File: src/rtl/cec_pkg.sv
// Shared constants, types and codes of the clamped-edge convolution core.
package cec_pkg;

    // Frame store and kernel geometry.
    localparam int MAX_WIDTH    = 256;
    localparam int MAX_HEIGHT   = 256;
    localparam int MAX_RADIUS   = 3;
    localparam int KSIDE        = 2 * MAX_RADIUS + 1;
    localparam int KDEPTH       = KSIDE * KSIDE;

    // Field and index widths.
    localparam int X_W          = $clog2(MAX_WIDTH);
    localparam int Y_W          = $clog2(MAX_HEIGHT);
    localparam int FADDR_W      = X_W + Y_W;
    localparam int KADDR_W      = $clog2(KDEPTH);
    localparam int TAP_W        = $clog2(KSIDE);
    localparam int RAD_W        = 2;
    localparam int SIZE_W       = 9;
    localparam int COORD_W      = X_W + 2;
    localparam int PIX_W        = 32;
    localparam int CH_W         = 8;
    localparam int COEF_W       = 16;
    localparam int ACC_W        = 30;

    // Opcodes carried in tuser.
    typedef enum logic [1:0] {
        OP_WRITE_PIXEL = 2'd0,
        OP_WRITE_COEF  = 2'd1,
        OP_COMPUTE     = 2'd2,
        OP_NONE        = 2'd3
    } t_opcode;

    // Configuration register indexes.
    typedef enum logic [1:0] {
        CFG_FRAME_WIDTH  = 2'd0,
        CFG_FRAME_HEIGHT = 2'd1,
        CFG_RADIUS_X     = 2'd2,
        CFG_RADIUS_Y     = 2'd3
    } t_cfg_index;

    // Sequencer states.
    typedef enum logic [1:0] {
        ST_IDLE,
        ST_TAPS,
        ST_DRAIN,
        ST_DONE
    } t_state;

    // Control from the sequencer to the multiply-accumulate unit.
    typedef struct packed {
        logic clear;
        logic tap_valid;
    } t_mac_ctrl;

endpackage

File: src/rtl/cec_mac_unit.sv
// Four-lane multiply-accumulate unit with shift, floor at zero and saturation.
module cec_mac_unit
    import cec_pkg::*;
(
    input  logic              i_clk,
    input  logic              i_rst_n,
    input  t_mac_ctrl         i_ctrl,
    input  logic [PIX_W-1:0]  i_pix,
    input  logic [COEF_W-1:0] i_coef,
    output logic [PIX_W-1:0]  o_result
);

    logic                    r_valid;
    logic signed [ACC_W-1:0] r_acc [4];
    logic signed [ACC_W-1:0] n_acc [4];

    // Turns an accumulated sum into an 8-bit channel value.
    function automatic logic [CH_W-1:0] finish(input logic signed [ACC_W-1:0] sum);
        logic [ACC_W-9:0] q;
        q = sum[ACC_W-1:8];
        if (sum <= 0) begin
            finish = '0;
        end else if (q > (ACC_W-8)'(255)) begin
            finish = 8'hFF;
        end else begin
            finish = q[CH_W-1:0];
        end
    endfunction

    // Read data arrives in the cycle after the tap address was issued.
    always_ff @(posedge i_clk) begin
        if (!i_rst_n) begin
            r_valid <= 1'b0;
        end else begin
            r_valid <= i_ctrl.tap_valid;
        end
    end

    // One product per lane and tap, added into the lane accumulator.
    always_comb begin
        for (int k = 0; k < 4; k++) begin
            n_acc[k] = r_acc[k];
            if (i_ctrl.clear) begin
                n_acc[k] = '0;
            end else if (r_valid) begin
                n_acc[k] = r_acc[k] + ACC_W'($signed(i_coef)
                           * $signed({1'b0, i_pix[k*CH_W +: CH_W]}));
            end
        end
    end

    always_ff @(posedge i_clk) begin
        for (int k = 0; k < 4; k++) begin
            r_acc[k] <= n_acc[k];
        end
    end

    // Final channel values, lowest channel in the lowest byte.
    always_comb begin
        for (int k = 0; k < 4; k++) begin
            o_result[k*CH_W +: CH_W] = finish(r_acc[k]);
        end
    end

endmodule

File: config.mk
export PLATFORM = sky130hd
export DESIGN_NAME = cec_mac_unit
export DESIGN_NICKNAME = d
export VERILOG_FILES = /design/src/rtl/cec_pkg.sv /design/src/rtl/cec_mac_unit.sv
export SDC_FILE = /design/constraint.sdc
export NUM_CORES = 2
export LEC_CHECK = 0
export BUFFER_PORTS_ARGS = -buffer_cell sky130_fd_sc_hd__buf_2
export CAP_MARGIN = 10
export CORE_MARGIN = 10
export CORE_UTILIZATION = 32
export CTS_BUF_LIST = sky130_fd_sc_hd__clkbuf_4
export CTS_CLUSTER_DIAMETER = 50
export DETAILED_ROUTE_END_ITERATION = 8
export PLACE_DENSITY = 0.46
export SYNTH_ARGS = -nofsm -noshare
export SYNTH_HDL_FRONTEND = slang
export SYNTH_SLANG_ARGS = --single-unit
File: constraint.sdc
create_clock -name i_clk -period 9.8 [get_ports i_clk]
set_input_delay 1.96 -clock i_clk [delete_from_list [all_inputs] [get_ports i_clk]]
set_output_delay 1.96 -clock i_clk [all_outputs]
set_load 0.02 [all_outputs]
==> metrics <==
outcome=finished, final reports clean; dpl hpwl=57,100 um; RR Endpoint=r_acc[3][29]; area share of and/or/nand/nor cells after synthesis=16.3%; number of synthesized flops with an enable pin=0; Synth top area share=37.6%; CP Max Fanout=32; # IOs=84; Synth area leaders=fa_1, ha_1, inv_1, dfxtp_1, and2_1; dpl cell area=29,200 um^2; post-synthesis mux area share=2.62%; # DRC=0; first-pass GRT wire length=121,000 um; post-layout min period=7.71 ns; PD cells=344 nW/um^2; worst-path cell chain=buf_2 -> nand2_1 -> fa_1 -> inv_1 -> fa_1 -> inv_1 -> fa_1 -> inv_1 -> fa_1 -> inv_1 -> fa_1 -> inv_1 -> ha_1 -> and4_1 -> and2_1 -> a22o_1 -> o41a_1 -> a21oi_1 -> o21ai_1 -> a41oi_1 -> nand4_1 -> o211ai_1 -> mux2_2; Fin. Hold Viols=0; Via Count=20,500; area grow syn2layout=6.51%; vias in the first global route=22,500; layout filler cell count=9,273; hold_sp=r_acc[3][10]; Die Width=314 um; Detail Route Antenna Nets=0; setup tns final=0 ns; RSZ-0062 raised after global routing=false; FF+latch count, synth=121; WL final=72,500 um; clk sinks=121; largest family of logic cells by synthesized area=adder cells; fin crit share=78.7%; mapped cell area=27,700 um^2; Least-Margin Pin Slew=1.06 ns; CTS tree=done; Clock Path Buffers=2; Root Driver=clkbuf_4; Crit Reg-Reg Startpoint=r_acc[3][1]; CTS H-tree lvls=4; crit end category=register; number of distinct library cells after synthesis=66; initial antenna violation count=7; CP delay by family, top=adder cells; total CTS buffers=17; layout cells sized above 1=4.41%; Yosys warnings=0; 1st-iter DRT viols=860; post-route insts no fill=4,395; Leak Pwr=15.3 nW; worst vdd ir=0.188 mV; CP required=10.43 ns; Worst Setup Start Kind=input pin; Yosys top cell by area=fa_1; CTS clk-pin slew, worst paths=0.15 ns; Max Cap Violations=0; post-synthesis sequential area ratio=8.76%; worst stage delay on the critical path=0.58 ns; critical path buffer and inverter count=6; placed insts=4,356; initial core utilization=32.4%; # port buffers=83; Final setup viols=0; pin count of the biggest net entering global routing=47; flop2flop setup slack=5.74 ns; clk_skew=0.0438 ns; Synth async-reset ratio=0%; Core Util, Final=34.5%; via/cell ratio=4.67; nets@finish=4,055; Core ar.=85,400 um^2; DR pass1 iterations=5; residual overflow from global routing=0; post-route cell area=29,500 um^2; adder-cell share of the synthesized area=49.0%; Setup CP Type=input pin to register; Synth Flop Type=dfxtp_1; critical path arrival=8.34 ns; syn avg cell area=8.54 um^2; hold path depth=2; post-CTS sizing=0; Syn Nets=4,061; Hold WC Path Type=register to register; Die H=314 um; complex-gate fraction of the synthesized area=8.06%; fin. max-slew vios=0; Die ar.=98,600 um^2; DR WL/cell=16.5 um; Core Rows=107; post-CTS setup buffer count=0; xor/xnor share of the synthesized area=3.07%; slew margin rel.=29.1%; clk_lat worst skew=0.75 ns; Post-CTS Hold Buffers=0; f_max=0.130 GHz; Total GRT Usage=15.3%; R2R cell count=13; Post-Synthesis Cells=3,237; critical path's slowest cell=buf_2; gpl congestion=0.795; hold path endpoint=r_acc[3][10]
flip-flops by register name (all words and copies together) (netlist names):
signal,cells
r_valid,1
r_acc,120
stage by stage:
stage                     total power (W)  setup WS, ns  hold WS, ns
after CTS                          0.0103          2.12        0.496
final                              0.0101          2.09        0.490
after floorplan                   0.00781          2.05        0.449
after global placement            0.00983          1.33        0.470
after global routing               0.0116          1.75        0.525
after detailed placement          0.00979          1.29        0.476
Yosys cell counts, types with 21 or more instances:
| cell | n |
|---|---|
| nand3_1 | 21 |
| xor2_1 | 30 |
| nand2_1 | 299 |
| a21o_1 | 60 |
| inv_1 | 771 |
| dfxtp_1 | 121 |
| nor4_1 | 24 |
| ha_1 | 252 |
| fa_1 | 520 |
| a21oi_1 | 108 |
| clkbuf_1 | 114 |
| and2_1 | 266 |
| mux2i_1 | 69 |
| a211oi_1 | 26 |
| nand4_1 | 21 |
| o21ai_0 | 47 |
| nor2_1 | 240 |
| xnor2_1 | 67 |
area by class of cell:
cell class	instances	area, um^2	area share (%)
antenna	8	20.0	0.0680
sequential	121	2430	8.24
clock inverter	12	133	0.450
tap	1144	1430	4.86
timing repair buffer	98	531	1.80
clock buffer	19	143	0.484
inverter	772	2900	9.84
multi-input combinational	2221	21900	74.3
where the power goes:
group	leakage [nW]	total, W	switching [W]	internal, W
sequential	0.992	0.000737	0.000120	0.000617
combinational	14.2	0.00899	0.00520	0.00379
clock	0.152	0.000420	0.000245	0.000175
total	15.3	0.0101	0.00556	0.00458
routing by layer:
| layer | global-route usage [%] | share of wire, % | vias up |
|---|---|---|---|
| met3 | 1.86 | 2.3 | 38 |
| met2 | 26.1 | 48 | 211 |
| li1 | - | - | 9846 |
| met1 | 20.8 | 49 | 10400 |
| met5 | 0 | 0 | - |
| met4 | 2.81 | 1.1 | 0 |
cells in the final DEF (no fill, tap or decap), drive strengths merged, types with 4 or more instances in the layout:
| master | n |
|---|---|
| inv | 772 |
| fa | 520 |
| nand2 | 299 |
| and2 | 266 |
| ha | 252 |
| nor2 | 240 |
| dfxtp | 121 |
| a21oi | 109 |
| buf | 98 |
| mux2i | 69 |
| xnor2 | 67 |
| a21o | 60 |
| o21ai | 49 |
| xor2 | 30 |
| a211oi | 26 |
| nor4 | 24 |
| nand4 | 21 |
| nand3 | 21 |
| nor3 | 19 |
| clkbuf | 19 |
| a31oi | 17 |
| nor2b | 12 |
| o21bai | 10 |
| and3 | 10 |
| o31ai | 9 |
| diode | 8 |
| clkinv | 8 |
| o211ai | 7 |
| nand2b | 6 |
| o21a | 5 |
| and4 | 5 |
| o311ai | 5 |
| a41o | 4 |
| a21boi | 4 |
| or2 | 4 |
| a31o | 4 |
| or3 | 4 |
| o41ai | 4 |
how the worst max path moves through the flow:
stage          startpoint      endpoint  slack, ns  cells past startpoint
5_1_grt         i_coef[6]  r_acc[3][29]       1.75                     23
3_3_place_gp    i_coef[6]  r_acc[3][29]       1.33                     23
2_1_floorplan  i_coef[15]  r_acc[1][29]       2.05                     24
3_5_place_dp    i_coef[6]  r_acc[3][29]       1.29                     23
6_report        i_coef[6]  r_acc[3][29]       2.09                     23
4_1_cts         i_coef[6]  r_acc[3][29]       2.12                     23
kinds of logic after synthesis:
kind of cell,after synthesis
buf+inv,895
simple gates,940
xor+xnor,97
mux,72
flops,121
compound gates,340
fa+ha+maj,772
worst min-delay path, stage by stage, from the launching register on:
cell and delay (ns):
dfxtp_1 0.35, nand2_1 0.06, a21oi_1 0.05
Power figures use the tool's default switching activity.
