<file path="config.mk">
export PLATFORM = sky130hd
export DESIGN_NAME = cec_kernel_store
export DESIGN_NICKNAME = d
export VERILOG_FILES = /design/src/rtl/cec_pkg.sv /design/src/rtl/cec_kernel_store.sv
export SDC_FILE = /design/constraint.sdc
export NUM_CORES = 1
export LEC_CHECK = 0
export BUFFER_PORTS_ARGS = -buffer_cell sky130_fd_sc_hd__clkbuf_2
export CAP_MARGIN = 0
export CORE_ASPECT_RATIO = 1.25
export CORE_UTILIZATION = 35
export CTS_CLUSTER_DIAMETER = 60
export DETAILED_ROUTE_END_ITERATION = 10
export PLACE_DENSITY = 0.49
export SLEW_MARGIN = 15
export SYNTH_ARGS = -nofsm -noshare
export SYNTH_HDL_FRONTEND = slang
export SYNTH_SLANG_ARGS = --single-unit
</file>
<file path="constraint.sdc">
create_clock -name i_clk -period 2.1 [get_ports i_clk]
set_input_delay 0.105 -clock i_clk [delete_from_list [all_inputs] [get_ports i_clk]]
set_output_delay 0.105 -clock i_clk [all_outputs]
set_load 0.05 [all_outputs]
</file>
<file path="src/rtl/cec_pkg.sv">
// Shared constants, types and codes of the clamped-edge convolution core.
package cec_pkg;

    // Frame store and kernel geometry.
    localparam int MAX_WIDTH    = 256;
    localparam int MAX_HEIGHT   = 256;
    localparam int MAX_RADIUS   = 3;
    localparam int KSIDE        = 2 * MAX_RADIUS + 1;
    localparam int KDEPTH       = KSIDE * KSIDE;

    // Field and index widths.
    localparam int X_W          = $clog2(MAX_WIDTH);
    localparam int Y_W          = $clog2(MAX_HEIGHT);
    localparam int FADDR_W      = X_W + Y_W;
    localparam int KADDR_W      = $clog2(KDEPTH);
    localparam int TAP_W        = $clog2(KSIDE);
    localparam int RAD_W        = 2;
    localparam int SIZE_W       = 9;
    localparam int COORD_W      = X_W + 2;
    localparam int PIX_W        = 32;
    localparam int CH_W         = 8;
    localparam int COEF_W       = 16;
    localparam int ACC_W        = 30;

    // Opcodes carried in tuser.
    typedef enum logic [1:0] {
        OP_WRITE_PIXEL = 2'd0,
        OP_WRITE_COEF  = 2'd1,
        OP_COMPUTE     = 2'd2,
        OP_NONE        = 2'd3
    } t_opcode;

    // Configuration register indexes.
    typedef enum logic [1:0] {
        CFG_FRAME_WIDTH  = 2'd0,
        CFG_FRAME_HEIGHT = 2'd1,
        CFG_RADIUS_X     = 2'd2,
        CFG_RADIUS_Y     = 2'd3
    } t_cfg_index;

    // Sequencer states.
    typedef enum logic [1:0] {
        ST_IDLE,
        ST_TAPS,
        ST_DRAIN,
        ST_DONE
    } t_state;

    // Control from the sequencer to the multiply-accumulate unit.
    typedef struct packed {
        logic clear;
        logic tap_valid;
    } t_mac_ctrl;

endpackage

</file>
<file path="src/rtl/cec_kernel_store.sv">
// Kernel coefficient table: one write port, one registered read port.
module cec_kernel_store
    import cec_pkg::*;
(
    input  logic               i_clk,
    input  logic               i_we,
    input  logic [KADDR_W-1:0] i_waddr,
    input  logic [COEF_W-1:0]  i_wdata,
    input  logic               i_re,
    input  logic [KADDR_W-1:0] i_raddr,
    output logic [COEF_W-1:0]  o_rdata
);

    logic [COEF_W-1:0] r_mem [KDEPTH];
    logic [COEF_W-1:0] r_rdata;

    // Write port.
    always_ff @(posedge i_clk) begin
        if (i_we) begin
            r_mem[i_waddr] <= i_wdata;
        end
    end

    // Read port with registered read data.
    always_ff @(posedge i_clk) begin
        if (i_re) begin
            r_rdata <= r_mem[i_raddr];
        end
    end

    assign o_rdata = r_rdata;

endmodule

</file>
==> results.txt <==
----------------------------------------------------
[Status]
  Result of the run ... finished clean

[Drt]
  Number of detailed-route iterations in the first pass ... 5
  Vias post-DR ... 14,600
  Number of routed nets with antenna violations ... 0
  Number of design-rule violations left by the first detailed-router iteration ... 1,277
  Wire length after detailed routing ... 78,000 um
  DRC viols ... 0
  Via density ... 5.17
  Final routed wire length divided by cell count ... 27.7 um

[Placement]
  Final RePlAce weighted congestion ... 0.856
  Detailed placement HPWL ... 49,300 um
  I/O Buffers ... 46
  Post-Place Worst Slack ... -0.543 ns

[CTS]
  Clock Pin Slew Worst Setup and Hold Paths ... 0.07 ns
  Library cell used as clock root buffer ... sky130_fd_sc_hd__clkbuf_16
  Clock latency on the worst-skew pair ... 0.65 ns
  TritonCTS clock tree ... done
  Number of buffers inserted by hold repair at cts ... 0
  Sinks on the clock net ... 800
  Deepest level of the CTS H-tree ... 3
  Clock buffers created by TritonCTS ... 81
  Number of buffers between clock root and the deepest sink ... 3

[Pwr]
  Leakage power summed over all cells ... 11.8 nW
  Peak supply drop ... 0.000536 V
  Power Dens Cells ... 933 nW/um^2

[Flow run]
  Reported max-cap violation count ... 0

[Setup path]
  Type of origin of the critical path ... flop
  Reg-to-reg slack, setup ... 0.02 ns
  Critical path class ... reg -> reg
  Worst r2r path cells ... 6
  Req. time, crit path ... 2.48 ns
  Setup crit end kind ... flop
  Top fanout value on the critical path ... 1
  Reg2reg end ... o_rdata[15]
  Data arrival time of the worst path ... 2.46 ns
  Worst flop-to-flop path startpoint ... r_mem[9][15]

[Synthesis]
  YS warnings ... 0
  Largest cells by area after synthesis ... sky130_fd_sc_hd__edfxtp_1, sky130_fd_sc_hd__mux4_2, sky130_fd_sc_hd__mux2i_1
  Cell count after synthesis ... 1,343
  Seq/Total Area, Yosys ... 0.783
  Seq cells post-synth ... 800
  Synth cell types ... 33
  Post-Syn Area per Cell ... 22.8 sq um
  Cell area after technology mapping ... 30,700 sq um
  Share of Yosys cell area claimed by the top area cell type ... 0.783
  Most area-hungry cell type in the Yosys netlist ... sky130_fd_sc_hd__edfxtp_1
  Net count after synthesis ... 1,374

[Timing]
  Final worst setup slack ... 0.0243 ns
  Clock Skews ... 0.0223 ns
  Fmax ... 482 MHz
  Hold Violations, Final ... 0
  Min cycle time layout ... 2.08 ns
  RSZ-0062 raised after global routing ... yes
  Post-route fraction of the period consumed by the critical path ... 0.988
  Final TNS setup ... 0 ns
  Actual slew at the worst max-slew pin ... 1.16 ns
  Tightest hold margin ... 0.0571 ns
  Worst max-slew margin expressed relative to the limit ... 0.229
  Setup Viol. Count Final ... 0
  Fin. max-slew vios ... 0

[Die]
  Ports placed on the boundary ... 47
  Die Outline Area ... 88,800 sq um
  Chip width ... 267 um
  Vert. Die Dim ... 333 um
  Placement row count ... 121
  Area of the placeable core ... 86,900 sq um
  Starting density of the core ... 0.353

[Cells and area]
  Area used by multi-input combinational logic ... 6330 sq um
  Fraction of final layout cells with drive strength greater than 1 ... 0.344
  Fill cells ... 7,582
  Number of nets in the finished design ... 1,619
  Layout Area Growth over Synthesis ... 19.9%
  Register area ... 24,000 sq um

[Worst hold path]
  Hold wc startpoint ... i_re
  Path category of the worst min-delay check ... in -> reg
  Hold endpoint ... o_rdata[4]
  Depth of the worst hold-timing path ... 1

[GRT]
  Initial antenna violation count ... 10
  Total congestion overflow after global routing ... 0
  Total track usage ... 0.179
  Wire length of the first global-routing pass ... 111,000 um
  Number of global-route vias before repair ... 15,300
  Pin count of the biggest net entering global routing ... 50

----------------------------------------------------
[sequential cells by signal (all words and copies together), names as in the netlist]
name / cells
r_mem: 784
o_rdata: 16
[per-layer routing]
| layer | global-route usage | vias up | share of wire |
|---|---|---|---|
| met3 | 0.0332 | 119 | 0.052 |
| li1 | - | 6204 | - |
| met5 | 0 | - | 0.00076 |
| met1 | 0.232 | 7837 | 0.41 |
| met2 | 0.298 | 391 | 0.50 |
| met4 | 0.0631 | 10 | 0.030 |
[where the power goes]
| group | internal, mW | switching, mW |
|---|---|---|
| logic | 0.805 | 1.21 |
| clock network | 8.55 | 5.99 |
| registers | 17.7 | 0.0392 |
| total | 27.1 | 7.24 |
[logic make-up after synthesis]
group           after synthesis  synth area share
simple gates                114            0.0166
buf+inv                      71            0.0148
mux                         261             0.165
compound gates               97            0.0205
flops                       800             0.783
[synthesized netlist by cell type]
cell type / instances
sky130_fd_sc_hd__clkbuf_1: 21
sky130_fd_sc_hd__mux4_1: 8
sky130_fd_sc_hd__o22ai_1: 17
sky130_fd_sc_hd__a22oi_1: 21
sky130_fd_sc_hd__buf_6: 9
sky130_fd_sc_hd__buf_4: 13
sky130_fd_sc_hd__edfxtp_1: 800
sky130_fd_sc_hd__mux2i_1: 61
sky130_fd_sc_hd__o21ai_0: 13
sky130_fd_sc_hd__nand3_1: 4
sky130_fd_sc_hd__a21oi_1: 21
sky130_fd_sc_hd__buf_8: 1
sky130_fd_sc_hd__o22a_1: 3
sky130_fd_sc_hd__nor2b_1: 5
sky130_fd_sc_hd__buf_1: 3
sky130_fd_sc_hd__mux2_2: 8
sky130_fd_sc_hd__buf_2: 22
sky130_fd_sc_hd__a211oi_1: 6
sky130_fd_sc_hd__o41ai_1: 3
sky130_fd_sc_hd__a2111oi_2: 2
sky130_fd_sc_hd__a211o_1: 3
sky130_fd_sc_hd__o21ai_1: 8
sky130_fd_sc_hd__nand2b_1: 5
sky130_fd_sc_hd__or3_1: 2
sky130_fd_sc_hd__or3b_2: 2
sky130_fd_sc_hd__mux4_2: 184
sky130_fd_sc_hd__and2_1: 2
sky130_fd_sc_hd__or2_2: 1
sky130_fd_sc_hd__nand4_1: 6
sky130_fd_sc_hd__nor2_1: 66
sky130_fd_sc_hd__buf_12: 2
sky130_fd_sc_hd__nand3b_1: 4
sky130_fd_sc_hd__nand2_1: 17
[through the flow]
stage | total power [mW] | cells | utilization | cell area, sq um
4_1_cts | 34.6 | 2817 | 0.422 | 36700
5_1_grt | 35.3 | 2817 | 0.423 | 36800
2_1_floorplan | 19.1 | 1343 | - | 30700
6_report | 34.3 | 2818 | 0.423 | 36800
3_5_place_dp | 20.1 | 2673 | 0.391 | 34000
3_3_place_gp | 20.1 | 2673 | 0.391 | 34000
[worst max-delay path, cell delays in order, from the launching register on]
cell,delay (ns)
sky130_fd_sc_hd__edfxtp_1,0.36
sky130_fd_sc_hd__mux4_1,0.51
sky130_fd_sc_hd__mux2i_1,0.23
sky130_fd_sc_hd__o22ai_1,0.14
sky130_fd_sc_hd__a2111oi_2,0.36
sky130_fd_sc_hd__buf_4,0.17
sky130_fd_sc_hd__o21ai_1,0.05
[cells in the final DEF (no fill, tap or decap), types with 13 or more instances in the layout]
cell type,netlist,routed
sky130_fd_sc_hd__edfxtp_1,800,800
sky130_fd_sc_hd__mux4_2,184,184
sky130_fd_sc_hd__buf_4,13,133
sky130_fd_sc_hd__clkbuf_16,0,84
sky130_fd_sc_hd__nor2_1,66,60
sky130_fd_sc_hd__mux2i_1,61,56
sky130_fd_sc_hd__buf_12,2,53
sky130_fd_sc_hd__clkbuf_2,0,43
sky130_fd_sc_hd__a22oi_1,21,21
sky130_fd_sc_hd__a21oi_1,21,21
sky130_fd_sc_hd__clkbuf_1,21,19
sky130_fd_sc_hd__nand2_1,17,17
sky130_fd_sc_hd__clkinv_1,0,14
sky130_fd_sc_hd__o22ai_1,17,13
sky130_fd_sc_hd__o21ai_0,13,13
[area by class of cell]
| class | count | share of cell area |
|---|---|---|
| Clock buffer | 103 | 0.0591 |
| Timing Repair Buffer | 233 | 0.0632 |
| Sequential cell | 800 | 0.653 |
| Tap cell | 1168 | 0.0397 |
| Multi-Input combinational cell | 472 | 0.172 |
| Clock inverter | 41 | 0.0128 |
| Antenna cell | 1 | 0.0000680 |
[timing repair]
action	CTS	global route
endpoints found under the setup margin	8	10
setup buffers	0	0
pin swaps	0	9
hold endpoints to repair	0	0
gates resized for setup	11	14
[how the worst max path moves through the flow]
stage	start	endpoint	cells past startpoint
after floorplan	i_waddr[3]	r_mem[10][0]	4
after global placement	i_raddr[0]	o_rdata[5]	8
after detailed placement	i_raddr[0]	o_rdata[6]	8
after CTS	r_mem[38][2]	o_rdata[2]	6
after global routing	r_mem[6][3]	o_rdata[3]	7
final	r_mem[9][15]	o_rdata[15]	6
No activity file was read; power rests on OpenSTA's default activity.
